[src/rtl/kvp_pkg.sv]
package kvp_pkg;

    localparam int LINE_MAX   = 1024;
    localparam int KEY_MAX    = 64;
    localparam int LINE_LEN_W = $clog2(LINE_MAX + 1);
    localparam int KEY_LEN_W  = $clog2(KEY_MAX + 1);
    localparam int KEY_ADDR_W = $clog2(KEY_MAX);
    localparam int VLEN_W     = 21;
    localparam int QDEPTH     = 4;
    localparam int QPTR_W     = $clog2(QDEPTH);
    localparam int QCNT_W     = $clog2(QDEPTH + 1);
    localparam int SIZE_LIMIT = 2147483647;

    localparam logic [7:0] CH_TAB   = 8'h09;
    localparam logic [7:0] CH_LF    = 8'h0A;
    localparam logic [7:0] CH_VT    = 8'h0B;
    localparam logic [7:0] CH_FF    = 8'h0C;
    localparam logic [7:0] CH_CR    = 8'h0D;
    localparam logic [7:0] CH_SP    = 8'h20;
    localparam logic [7:0] CH_PLUS  = 8'h2B;
    localparam logic [7:0] CH_MINUS = 8'h2D;
    localparam logic [7:0] CH_0     = 8'h30;
    localparam logic [7:0] CH_9     = 8'h39;
    localparam logic [7:0] CH_UA    = 8'h41;
    localparam logic [7:0] CH_UZ    = 8'h5A;
    localparam logic [7:0] CH_E     = 8'h65;
    localparam logic [7:0] CH_G     = 8'h67;
    localparam logic [7:0] CH_K     = 8'h6B;
    localparam logic [7:0] CH_S     = 8'h73;
    localparam logic [7:0] CH_T     = 8'h74;
    localparam logic [7:0] CH_Y     = 8'h79;

    // register indexes of the configuration port
    localparam logic [3:0] REG_BYPASS = 4'd0;
    localparam logic [3:0] REG_VLEN   = 4'd1;

    typedef enum logic [1:0] {
        KIND_VALUE  = 2'd0,
        KIND_STORED = 2'd1,
        KIND_ERROR  = 2'd2
    } reply_kind_t;

    typedef enum logic [2:0] {
        CMD_KEY    = 3'd0,
        CMD_EMPTY  = 3'd1,
        CMD_BYPASS = 3'd2,
        CMD_STORED = 3'd3,
        CMD_ERROR  = 3'd4
    } reply_cmd_t;

    typedef struct packed {
        reply_cmd_t            cmd;
        logic [KEY_LEN_W-1:0]  key_len;
    } q_entry_t;

    typedef struct packed {
        logic                  en;
        logic [KEY_ADDR_W-1:0] addr;
        logic [7:0]            data;
    } key_wr_t;

endpackage

[src/rtl/kvp_fifo.sv]
module kvp_fifo (
    input  logic               clk,
    input  logic               rst_n,
    input  logic               push,
    input  kvp_pkg::q_entry_t  push_data,
    output logic               full,
    input  logic               pop,
    output kvp_pkg::q_entry_t  pop_data,
    output logic               empty
);

    kvp_pkg::q_entry_t                 entry_reg [kvp_pkg::QDEPTH];
    logic [kvp_pkg::QPTR_W-1:0]        wr_ptr_reg, wr_ptr_next;
    logic [kvp_pkg::QPTR_W-1:0]        rd_ptr_reg, rd_ptr_next;
    logic [kvp_pkg::QCNT_W-1:0]        count_reg, count_next;
    logic                              do_push, do_pop;

    assign full     = (count_reg == kvp_pkg::QCNT_W'(kvp_pkg::QDEPTH));
    assign empty    = (count_reg == '0);
    assign pop_data = entry_reg[rd_ptr_reg];
    assign do_push  = push && !full;
    assign do_pop   = pop && !empty;

    always_comb
    begin
        wr_ptr_next = wr_ptr_reg;
        rd_ptr_next = rd_ptr_reg;
        count_next  = count_reg;
        if (do_push)
        begin
            wr_ptr_next = (wr_ptr_reg == kvp_pkg::QPTR_W'(kvp_pkg::QDEPTH - 1)) ?
                          '0 : wr_ptr_reg + 1'b1;
        end
        if (do_pop)
        begin
            rd_ptr_next = (rd_ptr_reg == kvp_pkg::QPTR_W'(kvp_pkg::QDEPTH - 1)) ?
                          '0 : rd_ptr_reg + 1'b1;
        end
        if (do_push && !do_pop)
        begin
            count_next = count_reg + 1'b1;
        end
        else if (do_pop && !do_push)
        begin
            count_next = count_reg - 1'b1;
        end
    end

    always_ff @(posedge clk or negedge rst_n)
    begin
        if (!rst_n)
        begin
            wr_ptr_reg <= '0;
            rd_ptr_reg <= '0;
            count_reg  <= '0;
        end
        else
        begin
            wr_ptr_reg <= wr_ptr_next;
            rd_ptr_reg <= rd_ptr_next;
            count_reg  <= count_next;
        end
    end

    always_ff @(posedge clk)
    begin
        if (do_push)
        begin
            entry_reg[wr_ptr_reg] <= push_data;
        end
    end

endmodule

[src/rtl/kvp_front.sv]
module kvp_front (
    input  logic               clk,
    input  logic               rst_n,
    input  logic               s_tvalid,
    output logic               s_tready,
    input  logic [7:0]         s_tdata,
    input  logic               bypass,
    output logic               q_push,
    output kvp_pkg::q_entry_t  q_push_data,
    input  logic               q_full,
    output kvp_pkg::key_wr_t   key_wr,
    input  logic               key_done
);

    typedef enum logic [2:0] {
        MODE_LINE    = 3'b001,
        MODE_SWALLOW = 3'b010,
        MODE_DROP    = 3'b100
    } mode_t;

    typedef enum logic [1:0] {
        CLS_NONE  = 2'd0,
        CLS_GET   = 2'd1,
        CLS_SET   = 2'd2,
        CLS_OTHER = 2'd3
    } class_t;

    typedef struct packed {
        logic [2:0]  idx;
        logic [3:0]  status;
        logic [30:0] acc;
        logic        cont;
    } set_scan_t;

    localparam logic [2:0] TOK_DONE = 3'd5;
    localparam logic [2:0] TOK_FAIL = 3'd6;

    function automatic logic is_ws(input logic [7:0] b);
        return (b == kvp_pkg::CH_SP) || (b == kvp_pkg::CH_TAB) || (b == kvp_pkg::CH_LF) ||
               (b == kvp_pkg::CH_VT) || (b == kvp_pkg::CH_FF) || (b == kvp_pkg::CH_CR);
    endfunction

    function automatic logic [7:0] to_lower(input logic [7:0] b);
        return (b >= kvp_pkg::CH_UA && b <= kvp_pkg::CH_UZ) ? b + 8'd32 : b;
    endfunction

    // One pass of the "word word int int int" scanner; cont asks for a
    // second pass on the same byte after an integer ends.
    function automatic set_scan_t set_pass(input set_scan_t s, input logic [7:0] b);
        set_scan_t   r;
        logic [1:0]  sub;
        logic        dig;
        logic        ws;
        logic [7:0]  d;
        logic [34:0] v;
        logic        take_digit;
        r          = s;
        r.cont     = 1'b0;
        sub        = s.status[1:0];
        dig        = (b >= kvp_pkg::CH_0) && (b <= kvp_pkg::CH_9);
        ws         = is_ws(b);
        d          = b - kvp_pkg::CH_0;
        v          = ({4'd0, s.acc} << 3) + ({4'd0, s.acc} << 1) + {27'd0, d};
        take_digit = 1'b0;
        if (s.idx < TOK_DONE)
        begin
            if (s.idx < 3'd2)
            begin
                if (sub == 2'd0)
                begin
                    if (!ws)
                    begin
                        r.status = 4'd1;
                    end
                end
                else if (ws)
                begin
                    r.idx    = s.idx + 3'd1;
                    r.status = 4'd0;
                end
            end
            else if (sub == 2'd3 && !dig)
            begin
                r.idx    = s.idx + 3'd1;
                r.status = 4'd0;
                r.cont   = (s.idx + 3'd1) < TOK_DONE;
            end
            else if (sub == 2'd0)
            begin
                if (!ws)
                begin
                    if (b == kvp_pkg::CH_PLUS || b == kvp_pkg::CH_MINUS)
                    begin
                        r.status = {1'b0, b == kvp_pkg::CH_MINUS, 2'b10};
                    end
                    else if (!dig)
                    begin
                        r.idx = TOK_FAIL;
                    end
                    else
                    begin
                        take_digit = 1'b1;
                    end
                end
            end
            else if (sub == 2'd2 && !dig)
            begin
                r.idx = TOK_FAIL;
            end
            else
            begin
                take_digit = 1'b1;
            end
            if (take_digit)
            begin
                r.status = {s.status[3:2], 2'b11};
                if (s.idx == 3'd4 && !s.status[3])
                begin
                    if (v > 35'(kvp_pkg::SIZE_LIMIT))
                    begin
                        r.status[3] = 1'b1;
                    end
                    else
                    begin
                        r.acc = v[30:0];
                    end
                end
            end
        end
        return r;
    endfunction

    mode_t                          mode_reg, mode_next;
    logic [kvp_pkg::LINE_LEN_W-1:0] line_len_reg, line_len_next;
    logic                           pending_cr_reg, pending_cr_next;
    class_t                         class_reg, class_next;
    logic [1:0]                     prefix_reg, prefix_next;
    logic [2:0]                     tok_idx_reg, tok_idx_next;
    logic [3:0]                     tok_stat_reg, tok_stat_next;
    logic [kvp_pkg::KEY_LEN_W-1:0]  key_len_reg, key_len_next;
    logic [30:0]                    size_acc_reg, size_acc_next;
    logic [31:0]                    swallow_reg, swallow_next;
    logic                           hold_reg, hold_next;
    logic [7:0]                     hold_byte_reg, hold_byte_next;
    logic                           key_busy_reg, key_busy_next;

    logic                           accept;
    logic                           cmt_en;
    logic [7:0]                     cmt_byte;
    logic                           clr;
    logic                           get_ok;
    logic                           set_ok;
    logic [7:0]                     lc;
    class_t                         cls;
    set_scan_t                      p0, p1, p2;

    // a byte held after a lone CR is committed in the cycle after its transaction
    assign s_tready = !hold_reg && !key_busy_reg && !q_full;
    assign accept   = s_tvalid && s_tready;

    assign get_ok = (prefix_reg == 2'd3) && (class_reg == CLS_GET) && (tok_stat_reg >= 4'd2);
    assign set_ok = (prefix_reg == 2'd3) && (class_reg == CLS_SET) &&
                    ((tok_idx_reg == TOK_DONE) ||
                     (tok_idx_reg == 3'd4 && tok_stat_reg[1:0] == 2'b11)) &&
                    !tok_stat_reg[3] && (!tok_stat_reg[2] || size_acc_reg == '0);

    always_comb
    begin
        mode_next       = mode_reg;
        line_len_next   = line_len_reg;
        pending_cr_next = pending_cr_reg;
        class_next      = class_reg;
        prefix_next     = prefix_reg;
        tok_idx_next    = tok_idx_reg;
        tok_stat_next   = tok_stat_reg;
        key_len_next    = key_len_reg;
        size_acc_next   = size_acc_reg;
        swallow_next    = swallow_reg;
        hold_next       = 1'b0;
        hold_byte_next  = hold_byte_reg;
        key_busy_next   = key_busy_reg && !key_done;
        q_push          = 1'b0;
        q_push_data     = '{cmd: kvp_pkg::CMD_ERROR, key_len: '0};
        cmt_en          = 1'b0;
        cmt_byte        = s_tdata;
        clr             = 1'b0;
        lc              = to_lower(cmt_byte);
        cls             = class_reg;
        p0              = '{idx: tok_idx_reg, status: tok_stat_reg, acc: size_acc_reg,
                            cont: 1'b0};
        p1              = p0;
        p2              = p0;

        if (hold_reg)
        begin
            cmt_en   = 1'b1;
            cmt_byte = hold_byte_reg;
        end
        else if (accept)
        begin
            if (bypass)
            begin
                clr = 1'b1;
                if (pending_cr_reg && s_tdata == kvp_pkg::CH_LF)
                begin
                    pending_cr_next = 1'b0;
                    q_push          = 1'b1;
                    q_push_data.cmd = kvp_pkg::CMD_BYPASS;
                end
                else
                begin
                    pending_cr_next = (s_tdata == kvp_pkg::CH_CR);
                end
            end
            else if (mode_reg == MODE_SWALLOW)
            begin
                pending_cr_next = 1'b0;
                if (swallow_reg > 32'd1)
                begin
                    swallow_next = swallow_reg - 32'd1;
                end
                else
                begin
                    swallow_next    = '0;
                    mode_next       = MODE_LINE;
                    clr             = 1'b1;
                    q_push          = 1'b1;
                    q_push_data.cmd = kvp_pkg::CMD_STORED;
                end
            end
            else if (pending_cr_reg)
            begin
                if (s_tdata == kvp_pkg::CH_LF)
                begin
                    pending_cr_next = 1'b0;
                    clr             = 1'b1;
                    if (mode_reg == MODE_DROP)
                    begin
                        mode_next = MODE_LINE;
                    end
                    else if (get_ok)
                    begin
                        q_push = 1'b1;
                        if (key_len_reg == '0)
                        begin
                            q_push_data.cmd = kvp_pkg::CMD_EMPTY;
                        end
                        else
                        begin
                            q_push_data.cmd     = kvp_pkg::CMD_KEY;
                            q_push_data.key_len = key_len_reg;
                            key_busy_next       = 1'b1;
                        end
                    end
                    else if (set_ok)
                    begin
                        swallow_next = {1'b0, size_acc_reg} + 32'd2;
                        mode_next    = MODE_SWALLOW;
                    end
                    else
                    begin
                        q_push = 1'b1;
                    end
                end
                else
                begin
                    // the held CR is a line byte; a following non-CR byte is held and committed next cycle
                    cmt_en   = 1'b1;
                    cmt_byte = kvp_pkg::CH_CR;
                    if (s_tdata != kvp_pkg::CH_CR)
                    begin
                        pending_cr_next = 1'b0;
                        hold_next       = 1'b1;
                        hold_byte_next  = s_tdata;
                    end
                end
            end
            else if (s_tdata == kvp_pkg::CH_CR)
            begin
                pending_cr_next = 1'b1;
            end
            else
            begin
                cmt_en   = 1'b1;
                cmt_byte = s_tdata;
            end
        end

        key_wr = '{en: 1'b0, addr: key_len_reg[kvp_pkg::KEY_ADDR_W-1:0], data: cmt_byte};

        if (cmt_en && mode_reg == MODE_LINE)
        begin
            if (line_len_reg >= kvp_pkg::LINE_LEN_W'(kvp_pkg::LINE_MAX))
            begin
                mode_next = MODE_DROP;
            end
            else
            begin
                line_len_next = line_len_reg + 1'b1;
                lc            = to_lower(cmt_byte);
                if (line_len_reg < kvp_pkg::LINE_LEN_W'(3) && class_reg != CLS_OTHER)
                begin
                    if (line_len_reg == '0)
                    begin
                        cls = (lc == kvp_pkg::CH_G) ? CLS_GET :
                              (lc == kvp_pkg::CH_S) ? CLS_SET : CLS_OTHER;
                    end
                    else if (lc != ((line_len_reg == kvp_pkg::LINE_LEN_W'(1)) ?
                                    kvp_pkg::CH_E : kvp_pkg::CH_T))
                    begin
                        // "get" and "set" share their second and third letters
                        cls = CLS_OTHER;
                    end
                    if (cls != CLS_OTHER)
                    begin
                        prefix_next = prefix_reg + 2'd1;
                    end
                end
                class_next = cls;
                if (cls == CLS_GET)
                begin
                    case (tok_stat_reg) inside
                        4'd0:
                        begin
                            if (cmt_byte == kvp_pkg::CH_SP)
                            begin
                                tok_stat_next = 4'd1;
                            end
                        end
                        4'd1, 4'd2:
                        begin
                            if (cmt_byte == kvp_pkg::CH_SP)
                            begin
                                tok_stat_next = 4'd3;
                            end
                            else
                            begin
                                tok_stat_next = 4'd2;
                                if (key_len_reg < kvp_pkg::KEY_LEN_W'(kvp_pkg::KEY_MAX))
                                begin
                                    key_wr.en    = 1'b1;
                                    key_len_next = key_len_reg + 1'b1;
                                end
                            end
                        end
                        default:
                        begin
                        end
                    endcase
                end
                else if (cls == CLS_SET)
                begin
                    p1            = set_pass(p0, cmt_byte);
                    p2            = set_pass(p1, cmt_byte);
                    tok_idx_next  = p1.cont ? p2.idx : p1.idx;
                    tok_stat_next = p1.cont ? p2.status : p1.status;
                    size_acc_next = p1.cont ? p2.acc : p1.acc;
                end
            end
        end

        if (clr)
        begin
            line_len_next = '0;
            class_next    = CLS_NONE;
            prefix_next   = '0;
            tok_idx_next  = '0;
            tok_stat_next = '0;
            key_len_next  = '0;
            size_acc_next = '0;
        end
    end

    always_ff @(posedge clk or negedge rst_n)
    begin
        if (!rst_n)
        begin
            mode_reg       <= MODE_LINE;
            line_len_reg   <= '0;
            pending_cr_reg <= 1'b0;
            class_reg      <= CLS_NONE;
            prefix_reg     <= '0;
            tok_idx_reg    <= '0;
            tok_stat_reg   <= '0;
            key_len_reg    <= '0;
            size_acc_reg   <= '0;
            swallow_reg    <= '0;
            hold_reg       <= 1'b0;
            key_busy_reg   <= 1'b0;
        end
        else
        begin
            mode_reg       <= mode_next;
            line_len_reg   <= line_len_next;
            pending_cr_reg <= pending_cr_next;
            class_reg      <= class_next;
            prefix_reg     <= prefix_next;
            tok_idx_reg    <= tok_idx_next;
            tok_stat_reg   <= tok_stat_next;
            key_len_reg    <= key_len_next;
            size_acc_reg   <= size_acc_next;
            swallow_reg    <= swallow_next;
            hold_reg       <= hold_next;
            key_busy_reg   <= key_busy_next;
        end
    end

    always_ff @(posedge clk)
    begin
        hold_byte_reg <= hold_byte_next;
    end

`ifndef ASSERT_OFF
    a_no_key_write_busy: assert property (@(posedge clk) disable iff (!rst_n)
        key_busy_reg |-> !key_wr.en)
        else $error("key store written while a key reply is being read");

    a_swallow_nonzero: assert property (@(posedge clk) disable iff (!rst_n)
        (mode_reg == MODE_SWALLOW) |-> (swallow_reg != '0))
        else $error("swallow mode with zero byte count");

    a_hold_one_cycle: assert property (@(posedge clk) disable iff (!rst_n)
        hold_reg |=> !hold_reg)
        else $error("held byte not committed in one cycle");
`endif

endmodule

[src/rtl/kvp_back.sv]
module kvp_back (
    input  logic                        clk,
    input  logic                        rst_n,
    input  logic                        q_empty,
    input  kvp_pkg::q_entry_t           q_data,
    output logic                        q_pop,
    input  logic [kvp_pkg::VLEN_W-1:0]  value_length,
    input  kvp_pkg::key_wr_t            key_wr,
    output logic                        key_done,
    output logic                        m_tvalid,
    input  logic                        m_tready,
    output logic [31:0]                 m_tdata,   // key_byte[7:0], key_present, reply_length[20:0]
    output logic [1:0]                  m_tuser,   // reply_kind
    output logic                        m_tlast
);

    typedef enum logic [2:0] {
        ST_IDLE = 3'b001,
        ST_KEY  = 3'b010,
        ST_BYP  = 3'b100
    } state_t;

    logic [7:0]                     key_mem [kvp_pkg::KEY_MAX];
    logic [7:0]                     rdata_reg;
    logic [kvp_pkg::KEY_ADDR_W-1:0] rd_addr;

    state_t                         state_reg, state_next;
    logic [kvp_pkg::KEY_ADDR_W-1:0] idx_reg, idx_next;
    logic [kvp_pkg::KEY_LEN_W-1:0]  len_reg, len_next;
    logic                           out_valid_reg;

    kvp_pkg::reply_kind_t           out_kind_reg;
    logic [7:0]                     out_byte_reg;
    logic                           out_pres_reg;
    logic [kvp_pkg::VLEN_W-1:0]     out_len_reg;
    logic                           out_last_reg;

    logic                           load_ok;
    logic                           ld;
    kvp_pkg::reply_kind_t           ld_kind;
    logic [7:0]                     ld_byte;
    logic                           ld_pres;
    logic [kvp_pkg::VLEN_W-1:0]     ld_len;
    logic                           ld_last;
    logic                           key_last;

    assign load_ok  = !out_valid_reg || m_tready;
    assign key_last = ({1'b0, idx_reg} + kvp_pkg::KEY_LEN_W'(1)) == len_reg;

    always_comb
    begin
        state_next = state_reg;
        idx_next   = idx_reg;
        len_next   = len_reg;
        q_pop      = 1'b0;
        key_done   = 1'b0;
        rd_addr    = idx_reg;
        ld         = 1'b0;
        ld_kind    = kvp_pkg::KIND_VALUE;
        ld_byte    = 8'd0;
        ld_pres    = 1'b0;
        ld_len     = value_length;
        ld_last    = 1'b1;
        unique case (state_reg)
            ST_IDLE:
            begin
                if (!q_empty && load_ok)
                begin
                    q_pop = 1'b1;
                    case (q_data.cmd)
                        kvp_pkg::CMD_KEY:
                        begin
                            state_next = ST_KEY;
                            idx_next   = '0;
                            len_next   = q_data.key_len;
                            rd_addr    = '0;
                        end
                        kvp_pkg::CMD_EMPTY:
                        begin
                            ld = 1'b1;
                        end
                        kvp_pkg::CMD_BYPASS:
                        begin
                            ld         = 1'b1;
                            ld_byte    = kvp_pkg::CH_K;
                            ld_pres    = 1'b1;
                            ld_last    = 1'b0;
                            state_next = ST_BYP;
                            idx_next   = kvp_pkg::KEY_ADDR_W'(1);
                        end
                        kvp_pkg::CMD_STORED:
                        begin
                            ld      = 1'b1;
                            ld_kind = kvp_pkg::KIND_STORED;
                            ld_len  = '0;
                        end
                        default:
                        begin
                            ld      = 1'b1;
                            ld_kind = kvp_pkg::KIND_ERROR;
                            ld_len  = '0;
                        end
                    endcase
                end
            end
            ST_KEY:
            begin
                if (load_ok)
                begin
                    ld      = 1'b1;
                    ld_byte = rdata_reg;
                    ld_pres = 1'b1;
                    ld_last = key_last;
                    if (key_last)
                    begin
                        state_next = ST_IDLE;
                        key_done   = 1'b1;
                    end
                    else
                    begin
                        // fetch the following byte so it is ready next cycle
                        idx_next = idx_reg + 1'b1;
                        rd_addr  = idx_reg + 1'b1;
                    end
                end
            end
            ST_BYP:
            begin
                if (load_ok)
                begin
                    ld      = 1'b1;
                    ld_pres = 1'b1;
                    ld_byte = (idx_reg == kvp_pkg::KEY_ADDR_W'(1)) ? kvp_pkg::CH_E :
                                                                     kvp_pkg::CH_Y;
                    ld_last = (idx_reg == kvp_pkg::KEY_ADDR_W'(2));
                    if (ld_last)
                    begin
                        state_next = ST_IDLE;
                    end
                    else
                    begin
                        idx_next = idx_reg + 1'b1;
                    end
                end
            end
            default:
            begin
                state_next = ST_IDLE;
            end
        endcase
    end

    always_ff @(posedge clk or negedge rst_n)
    begin
        if (!rst_n)
        begin
            state_reg     <= ST_IDLE;
            idx_reg       <= '0;
            len_reg       <= '0;
            out_valid_reg <= 1'b0;
        end
        else
        begin
            state_reg <= state_next;
            idx_reg   <= idx_next;
            len_reg   <= len_next;
            if (load_ok)
            begin
                out_valid_reg <= ld;
            end
        end
    end

    always_ff @(posedge clk)
    begin
        if (ld)
        begin
            out_kind_reg <= ld_kind;
            out_byte_reg <= ld_byte;
            out_pres_reg <= ld_pres;
            out_len_reg  <= ld_len;
            out_last_reg <= ld_last;
        end
    end

    always_ff @(posedge clk)
    begin
        if (key_wr.en)
        begin
            key_mem[key_wr.addr] <= key_wr.data;
        end
        rdata_reg <= key_mem[rd_addr];
    end

    assign m_tvalid = out_valid_reg;
    assign m_tdata  = {2'b00, out_len_reg, out_pres_reg, out_byte_reg};
    assign m_tuser  = out_kind_reg;
    assign m_tlast  = out_last_reg;

`ifndef ASSERT_OFF
    a_key_len_nonzero: assert property (@(posedge clk) disable iff (!rst_n)
        (state_reg == ST_KEY) |-> (len_reg != '0))
        else $error("key reply with zero length");

    a_no_write_while_reading: assert property (@(posedge clk) disable iff (!rst_n)
        (state_reg == ST_KEY) |-> !key_wr.en)
        else $error("key store written during key reply");
`endif

endmodule

[src/rtl/kv_text_command_parser_core.sv]
// Text key-value request parser. Request bytes enter on s_* one per transaction
// and replies leave on m_* as one item per key byte (VALUE) or a single item
// (STORED, ERROR, empty-key VALUE), tlast on the final item of each reply.
// Throughput is one byte per cycle, set by the line scanner in the front end.
// Exceptions: the byte after a CR that is not followed by LF stalls the input
// while it is held, since the CR and that byte are both scanned as line content;
// after a "get" line with a non-empty key the input stalls until the back end
// has streamed the key out of the key store, as both share that store; and the
// input also stalls while the four-entry reply queue is full.
// Configuration writes (index 0 bypass_parse, 1 value_length) are always
// taken and are meant for an idle block.
module kv_text_command_parser_core (
    input  logic        clk,
    input  logic        rst_n,
    input  logic        s_tvalid,
    output logic        s_tready,
    input  logic [7:0]  s_tdata,   // in_byte
    output logic        m_tvalid,
    input  logic        m_tready,
    output logic [31:0] m_tdata,   // key_byte[7:0], key_present, reply_length[20:0]
    output logic [1:0]  m_tuser,   // reply_kind
    output logic        m_tlast,
    input  logic        cfg_valid,
    output logic        cfg_ready,
    input  logic [3:0]  cfg_index,
    input  logic [20:0] cfg_data
);

    logic                        bypass_reg;
    logic [kvp_pkg::VLEN_W-1:0]  vlen_reg;

    logic                        q_push;
    kvp_pkg::q_entry_t           q_push_data;
    logic                        q_full;
    logic                        q_pop;
    kvp_pkg::q_entry_t           q_pop_data;
    logic                        q_empty;
    kvp_pkg::key_wr_t            key_wr;
    logic                        key_done;

    assign cfg_ready = 1'b1;

    always_ff @(posedge clk or negedge rst_n)
    begin
        if (!rst_n)
        begin
            bypass_reg <= 1'b0;
            vlen_reg   <= kvp_pkg::VLEN_W'(32);
        end
        else if (cfg_valid && cfg_ready)
        begin
            if (cfg_index == kvp_pkg::REG_BYPASS)
            begin
                bypass_reg <= cfg_data[0];
            end
            else if (cfg_index == kvp_pkg::REG_VLEN)
            begin
                vlen_reg <= cfg_data;
            end
        end
    end

    kvp_front u_front (
        .clk         (clk),
        .rst_n       (rst_n),
        .s_tvalid    (s_tvalid),
        .s_tready    (s_tready),
        .s_tdata     (s_tdata),
        .bypass      (bypass_reg),
        .q_push      (q_push),
        .q_push_data (q_push_data),
        .q_full      (q_full),
        .key_wr      (key_wr),
        .key_done    (key_done)
    );

    kvp_fifo u_fifo (
        .clk       (clk),
        .rst_n     (rst_n),
        .push      (q_push),
        .push_data (q_push_data),
        .full      (q_full),
        .pop       (q_pop),
        .pop_data  (q_pop_data),
        .empty     (q_empty)
    );

    kvp_back u_back (
        .clk          (clk),
        .rst_n        (rst_n),
        .q_empty      (q_empty),
        .q_data       (q_pop_data),
        .q_pop        (q_pop),
        .value_length (vlen_reg),
        .key_wr       (key_wr),
        .key_done     (key_done),
        .m_tvalid     (m_tvalid),
        .m_tready     (m_tready),
        .m_tdata      (m_tdata),
        .m_tuser      (m_tuser),
        .m_tlast      (m_tlast)
    );

endmodule

[config.mk]
export PLATFORM = sky130hd
export DESIGN_NAME = kv_text_command_parser_core
export DESIGN_NICKNAME = d
export VERILOG_FILES = /design/src/rtl/kvp_pkg.sv /design/src/rtl/kvp_fifo.sv /design/src/rtl/kvp_front.sv /design/src/rtl/kvp_back.sv /design/src/rtl/kv_text_command_parser_core.sv
export SDC_FILE = /design/constraint.sdc
export NUM_CORES = 1
export LEC_CHECK = 0
export BUFFER_PORTS_ARGS = -buffer_cell sky130_fd_sc_hd__buf_4
export CAP_MARGIN = 0
export CORE_MARGIN = 3
export CORE_UTILIZATION = 40
export CTS_CLUSTER_SIZE = 10
export DETAILED_ROUTE_END_ITERATION = 10
export GPL_TIMING_DRIVEN = 1
export PLACE_DENSITY = 0.68
export SLEW_MARGIN = 10
export SYNTH_ARGS = -nofsm -noshare
export SYNTH_HDL_FRONTEND = slang
export SYNTH_SLANG_ARGS = --single-unit
[constraint.sdc]
create_clock -name clk -period 6.55 [get_ports clk]
set_input_delay 0.3275 -clock clk [delete_from_list [all_inputs] [get_ports clk]]
set_output_delay 0.3275 -clock clk [all_outputs]
set_load 0.03 [all_outputs]
# [Word-level counts from Yosys, hierarchy flattened]
# Memory sizes are Yosys's and may differ from the RTL's. A register that Yosys moved wholly into a read port is not among the register bits.
# Cells that the tools add are included.
[word_totals] word_cells=484 inputBits=38 rom_bits=0 memories=2 latchBits=0 ramBits=552 regBits=185
[mem_list] name="u_back.key_mem" depth=64 width=8 read_ports=1 rd_clocked_by_memory_dff=1 wr=1 line_no="kvp_back.sv:23" rtl="logic [7:0] key_mem [kvp_pkg::KEY_MAX];"
[mem_list] name="u_fifo.entry_reg" depth=4 width=10 read_ports=1 rd_clocked_by_memory_dff=0 wr=1 line_no="kvp_fifo.sv:12" rtl="kvp_pkg::q_entry_t entry_reg [kvp_pkg::QDEPTH];"
[op_classes] eq_ne=62 n_shift=0 n_bitwise=5 add_sub_neg=19 reduce_logical=87 magnitude_cmp=17 mul=0 div=0 n_mux=265
[ops] cell="$mux W31" n=10
[ops] cell="$mux W39" n=6
[ops] cell="$mux W32" n=7
[ops] cell="$mux W7" n=20
[ops] cell="$mux W3" n=39
[ops] cell="$mux W1" n=104
[ops] cell="$mux W8" n=10
[ops] cell="$add A34 B32 Y35" n=2
[ops] cell="$add A35 B8 Y35" n=2
[ops] cell="$gt A35 B31 Y1 const B" n=2
[ops] cell="$mux W35" n=2
[ops] cell="$mux W4" n=17
[ops] cell="$mux W21" n=3
[ops] cell="$mux W10" n=6
[ops] cell="$eq A8 B4 Y1 const B" n=7
[ops] cell="$mux W6" n=7
[ops] cell="$mux W2" n=19
[ops] cell="$mux W11" n=3
[ops] cell="$add A31 B2 Y32 const B" n=1
[ops] cell="$gt A32 B1 Y1 const B" n=1
[ops] cell="$sub A32 B1 Y32 const B" n=1
[ops] cell="$logic_not A31 Y1" n=1
[ops] cell="$logic_and A1 B1 Y1" n=27
[ops] cell="$eq A8 B6 Y1 const B" n=3
[ops] cell="other kinds (65)" n=155

# [Depth between registers and ports, before layout]
[depth] word_depth=50 ltp_mapped=27 depth_no_buf=22

# [Modules after synthesis]
# From an unflattened synthesis, not the netlist that was laid out.
[hier_totals] hier_cells=3094 hier_area_um2=37065.5
[by_module_without_submodules] mod="kvp_back" seq_area_each_um2=16952.5 area_per_inst_um2=24603.6 cells_each=1765 instances=1
[by_module_without_submodules] mod="kvp_front" seq_area_each_um2=2693.8 area_per_inst_um2=9621.7 cells_each=1189 instances=1
[by_module_without_submodules] mod="kvp_fifo" seq_area_each_um2=1376.3 area_per_inst_um2=1895.6 cells_each=89 instances=1
[by_module_without_submodules] mod="kv_text_command_parser_core" seq_area_each_um2=551.8 area_per_inst_um2=944.7 cells_each=51 instances=1

# [Least setup slack after synthesis]
# OpenSTA, ideal clock, no wires.
[synth_path] kind="reg2reg" startpoint="register u_front.mode_reg[2]" endpoint="register u_front.size_acc_reg[0]" setup_ps=95 path_stages_with_launch=26 path_slack_ps=-157 t_required_ps=6455 arrival_ps=6611 path_cell_list="dfrtp_1 > buf_2 > or3b_1 > buf_2 > and3_4 > buf_6 > a21oi_2 > a21oi_1 > xor2_1 > inv_1 > fa_1 > inv_1 > ha_1 > a21o_1 > a21oi_1 > o211ai_1 > a311oi_1 > o211ai_1 > a221oi_1 > mux2i_1 > o2111ai_1 > nor4_2 > buf_2 > buf_2 > nand2_1 > o31ai_1"
[synth_lines] element="start: declaration" line_no="kvp_front.sv:133" rtl="mode_t mode_reg, mode_next;"
[synth_lines] element="start signal: assignment" line_no="kvp_front.sv:393" rtl="mode_reg <= mode_next;"
[synth_lines] element="end signal: assignment" line_no="kvp_front.sv:401" rtl="size_acc_reg <= size_acc_next;"
[synth_lines] element="end: declaration" line_no="kvp_front.sv:141" rtl="logic [30:0] size_acc_reg, size_acc_next;"

# [Worst setup path after layout]
[layout_path] startpoint="register u_fifo.count_reg[0] (netlist name)" endpoint="register u_front.size_acc_reg[5]"
[layout_between] elab_chain_cells=46
[layout_rtl] element="start: declaration" line_no="kvp_fifo.sv:15" rtl="logic [kvp_pkg::QCNT_W-1:0] count_reg, count_next;"
[layout_rtl] element="start signal: assignment" line_no="kvp_fifo.sv:61" rtl="count_reg <= count_next;"
[layout_rtl] element="$eq A3 B3 Y1 (*)" line_no="kvp_fifo.sv:18" rtl="assign full = (count_reg == kvp_pkg::QCNT_W'(kvp_pkg::QDEPTH));"
[layout_rtl] element="$logic_not A1 Y1 (*)" line_no="kvp_front.sv:158" rtl="assign s_tready = !hold_reg && !key_busy_reg && !q_full;"
[layout_rtl] element="$logic_and A1 B1 Y1 (*)" line_no="kvp_front.sv:158"
[layout_rtl] element="$logic_and A1 B1 Y1 (*)" line_no="kvp_front.sv:159" rtl="assign accept = s_tvalid && s_tready;"
[layout_rtl] element="branches (longest 42 deep; another with $add A35 B8 Y35)"
# Mark *: on every way between the ends. The select of a mux whose other input is x is not followed.
# A chain may end at the register's enable or synchronous reset.

==> summary.md <==
| Metric | Value |
|---|---|
| Fmax | 164 MHz |
| I/O pin count | 76 |
| First-pass GRT wire length | 140,000 um |
| Yosys Warn Count | 0 |
| Horiz. Die Dim | 302 um |
| Max Clock Skew | 0.0694 ns |
| Critical path capture point type | flip-flop |
| IO Port Bufs | 72 |
| Residual DRC | 0 |
| Vias in the first global route | 24,390 |
| Multi-input logic area | 0.0126 sq mm |
| Cells after Synth | 3,044 |
| Overall Global Routing Usage | 0.194 |
| Clock Sink Count | 745 |
| Main synth FF type | edfxtp_1 |
| Worst r2r dst | u_front.size_acc_reg[5] |
| Fillcell total | 7,694 |
| Root Buffer | clkbuf_16 |
| Die Ht | 302 um |
| DIE AREA | 0.0914 sq mm |
| Global route total overflow | 0 |
| WP data arrival | 6.65 ns |
| Worst-Skew Late Latency | 0.67 ns |
| Async SR Flop Fraction | 0.193 |
| CP max FO | 29 |
| Via-per-instance ratio | 5.70 |
| Number of flip-flops in the largest register | 512 |
| Pleak | 14.7 nW |
| Min-delay src | cfg_index[0] |
| Initial core utilization | 0.404 |
| DRT iter0 DRCs | 2,820 |
| Endpoint, Worst Hold | bypass_reg |
| Number of synthesized flops with an enable pin | 593 |
| Crit path kind | flip-flop to flip-flop |
| Seq/Total Area, Yosys | 0.614 |
| Clock buffer depth | 3 |
| Crit start category | flip-flop |
| Max VDD drop | 0.231 mV |
| Reg-to-Reg Start | u_fifo.count_reg[0] |
| Final Cycle Share | 0.931 |
| Dpl cells | 4,221 |
| Per-cell routed wire length | 20.5 um |
| Req. time, crit path | 7.10 ns |
| CTS tree | done |
| DR vias | 25,034 |
| Register-to-Register Path Depth | 23 |
| H-Tree Depth | 3 |
| Avg Inst Size Synth | 11.5 sq um |
| Slew Limit Fails | 0 |
| Rows | 108 |
| Hpwl dp | 58,200 um |
| Hold depth | 3 |
| Status | complete, no violations |
| Post-route ant nets | 0 |
| Post-synthesis register bit count | 745 |
| Setup TNS | 0 ns |
| DRT Wirelength | 90,000 um |
| Distinct cell type count after synthesis | 90 |
| GP Congestion | 0.913 |
| Drt pass-1 iters | 7 |
| Num CTS Buffers | 87 |
| # Max-Cap Violations | 0 |
| P per Cell Area | 314 mW/mm^2 |
| Share of cells above drive strength 1 | 0.126 |
| Mapped cell area | 0.0351 sq mm |
| Reg area | 0.0216 sq mm |
| Clk pin slew, worst setup/hold paths | 0.05 ns |
| Post-Layout Cell Count | 4,393 |
| Fin nets | 3,315 |
| RSZ-0062 raised after global routing | no |
| Layout area overhead | 15.2% |
| Final Hold Vio Count | 0 |
| Largest net degree at the start of global routing | 80 |
| Setup bufs post-CTS | 0 |
| R2R Setup Slk | 0.45 ns |
| Initial antenna violation count | 4 |
| Max-slew headroom | 0.0988 |
| Final setup vio count | 0 |
| Slew at the pin with the worst max-slew slack | 1.32 ns |
| Core ar. | 0.0869 sq mm |
| Worst hold path type | primary input to flip-flop |
| Post-layout minimum cycle time | 6.10 ns |
[per-stage QoR]
step / worst slack (ns) / hold slack, ns / cell area (sq um) / util / total power, mW
finish: 0.452 / 0.154 / 40400 / 0.465 / 12.7
global route: 0.00857 / 0.149 / 40400 / 0.465 / 13.2
CTS: 0.247 / 0.150 / 40400 / 0.465 / 12.8
detailed placement: 0.244 / 0.436 / 37500 / 0.431 / 8.33
global placement: 0.380 / 0.435 / 37500 / 0.431 / 8.30
floorplan: 0.0201 / 0.0319 / 35100 / - / 7.36
[layout by cell type (no fill, tap or decap), drive strengths merged, types with 32 or more instances in the layout]
master and instances:
o21ai 129, mux2 36, nand3 55, o22ai 59
nor4 34, clkbuf 127, ha 84, dfrtp 141
a21oi 224, a32oi 56, edfxtp 593, a32o 76
nand4 32, nor3 50, nor2b 38, xnor2 47
buf 200, nand2 546, nor2 203, inv 70
xor2 34
[cells by family (layout without fill, tap and decap cells)]
| kind of cell | after synthesis | count (layout) | synth area share |
|---|---|---|---|
| simple gates | 1075 | 1075 | 0.138 |
| flops | 745 | 745 | 0.614 |
| compound gates | 742 | 742 | 0.144 |
| buf+inv | 249 | 439 | 0.0284 |
| fa+ha+maj | 90 | 90 | 0.0334 |
| xor+xnor | 81 | 81 | 0.0202 |
| mux | 60 | 60 | 0.0220 |
| other cells | 2 | 6 | 0.000214 |
[routing by layer]
layer / routed length, um / part of all wire / up-vias / global-route usage
met1: 38400 / 0.43 / 12297 / 0.265
met2: 42700 / 0.47 / 961 / 0.314
met5: 0 / 0 / - / 0
met4: 2470 / 0.027 / 0 / 0.0638
met3: 6430 / 0.071 / 150 / 0.0350
li1: - / - / 11626 / -
[synth_stat cells (10+ instances only)]
master / number / area share
or3_1: 15 / 0.0027
o21ai_0: 127 / 0.018
nand2b_1: 13 / 0.0023
nor4_1: 32 / 0.0057
a32oi_1: 55 / 0.014
clkbuf_1: 117 / 0.013
ha_1: 84 / 0.030
a21oi_1: 222 / 0.032
nand2_1: 546 / 0.058
nand3_1: 55 / 0.0078
xor2_1: 34 / 0.0085
and2_1: 19 / 0.0034
dfrtp_1: 141 / 0.10
a22oi_1: 21 / 0.0045
buf_2: 29 / 0.0041
mux2_2: 36 / 0.012
o22ai_1: 58 / 0.010
a22o_1: 21 / 0.0052
a31oi_1: 14 / 0.0025
o21a_1: 12 / 0.0026
nand4_1: 32 / 0.0057
edfxtp_1: 593 / 0.51
buf_1: 27 / 0.0029
a32o_1: 76 / 0.022
xnor2_1: 47 / 0.012
a21o_1: 31 / 0.0066
a211oi_1: 11 / 0.0024
mux2i_1: 14 / 0.0040
mux4_2: 10 / 0.0064
and3_1: 29 / 0.0052
nor2_1: 202 / 0.022
inv_1: 69 / 0.0074
nor3_1: 47 / 0.0067
o211ai_1: 13 / 0.0028
o31ai_1: 14 / 0.0030
nor2b_1: 38 / 0.0068
[critical path, cell delays in order (launching register included)]
cell and delay, ns:
dfrtp_1 0.43, or3b_2 0.54, and3_4 0.18, a21oi_1 0.26
a22oi_1 0.18, ha_1 0.26, a21oi_1 0.16, xor2_1 0.17
inv_1 0.08, fa_1 0.54, inv_1 0.04, ha_1 0.33
a21o_1 0.17, a21oi_1 0.19, o211ai_1 0.25, a311oi_1 0.33
buf_4 0.17, o211ai_1 0.08, a221oi_1 0.35, mux2i_1 0.26
o2111ai_2 0.23, nor4_4 0.33, clkbuf_16 0.29, mux2i_1 0.20
[worst max-delay path by stage]
stage	startpoint	to	slack [ns]	cells after the start
floorplan	bypass_reg	u_front.size_acc_reg[0]	0.02	25
global placement	u_fifo.count_reg[0]	u_front.size_acc_reg[14]	0.38	23
detailed placement	u_fifo.count_reg[0]	u_front.size_acc_reg[21]	0.24	23
CTS	u_fifo.count_reg[0]	u_front.size_acc_reg[5]	0.25	23
global route	u_fifo.count_reg[0]	u_front.size_acc_reg[3]	0.009	23
finish	u_fifo.count_reg[0]	u_front.size_acc_reg[5]	0.45	23
[area by class of cell]
| class | count | area share |
|---|---|---|
| Sequential cell | 745 | 0.533 |
| Multi-Input combinational cell | 2051 | 0.312 |
| Clock buffer | 126 | 0.0590 |
| Timing Repair Buffer | 232 | 0.0472 |
| Tap cell | 1155 | 0.0357 |
| Inverter | 70 | 0.00650 |
| Clock inverter | 11 | 0.00557 |
| Antenna cell | 3 | 0.000186 |
[what timing repair did]
action	CTS	global route
gates resized for setup	0	7
endpoints found under the hold margin	107	0
hold buffers	31	0
setup endpoints to repair	0	94
[report_power, final]
group | internal (mW) | switching [mW]
logic | 0.956 | 1.79
clock network | 2.54 | 1.91
registers | 5.40 | 0.136
total | 8.89 | 3.83
Note: power is estimated with default switching activity, not from simulation.
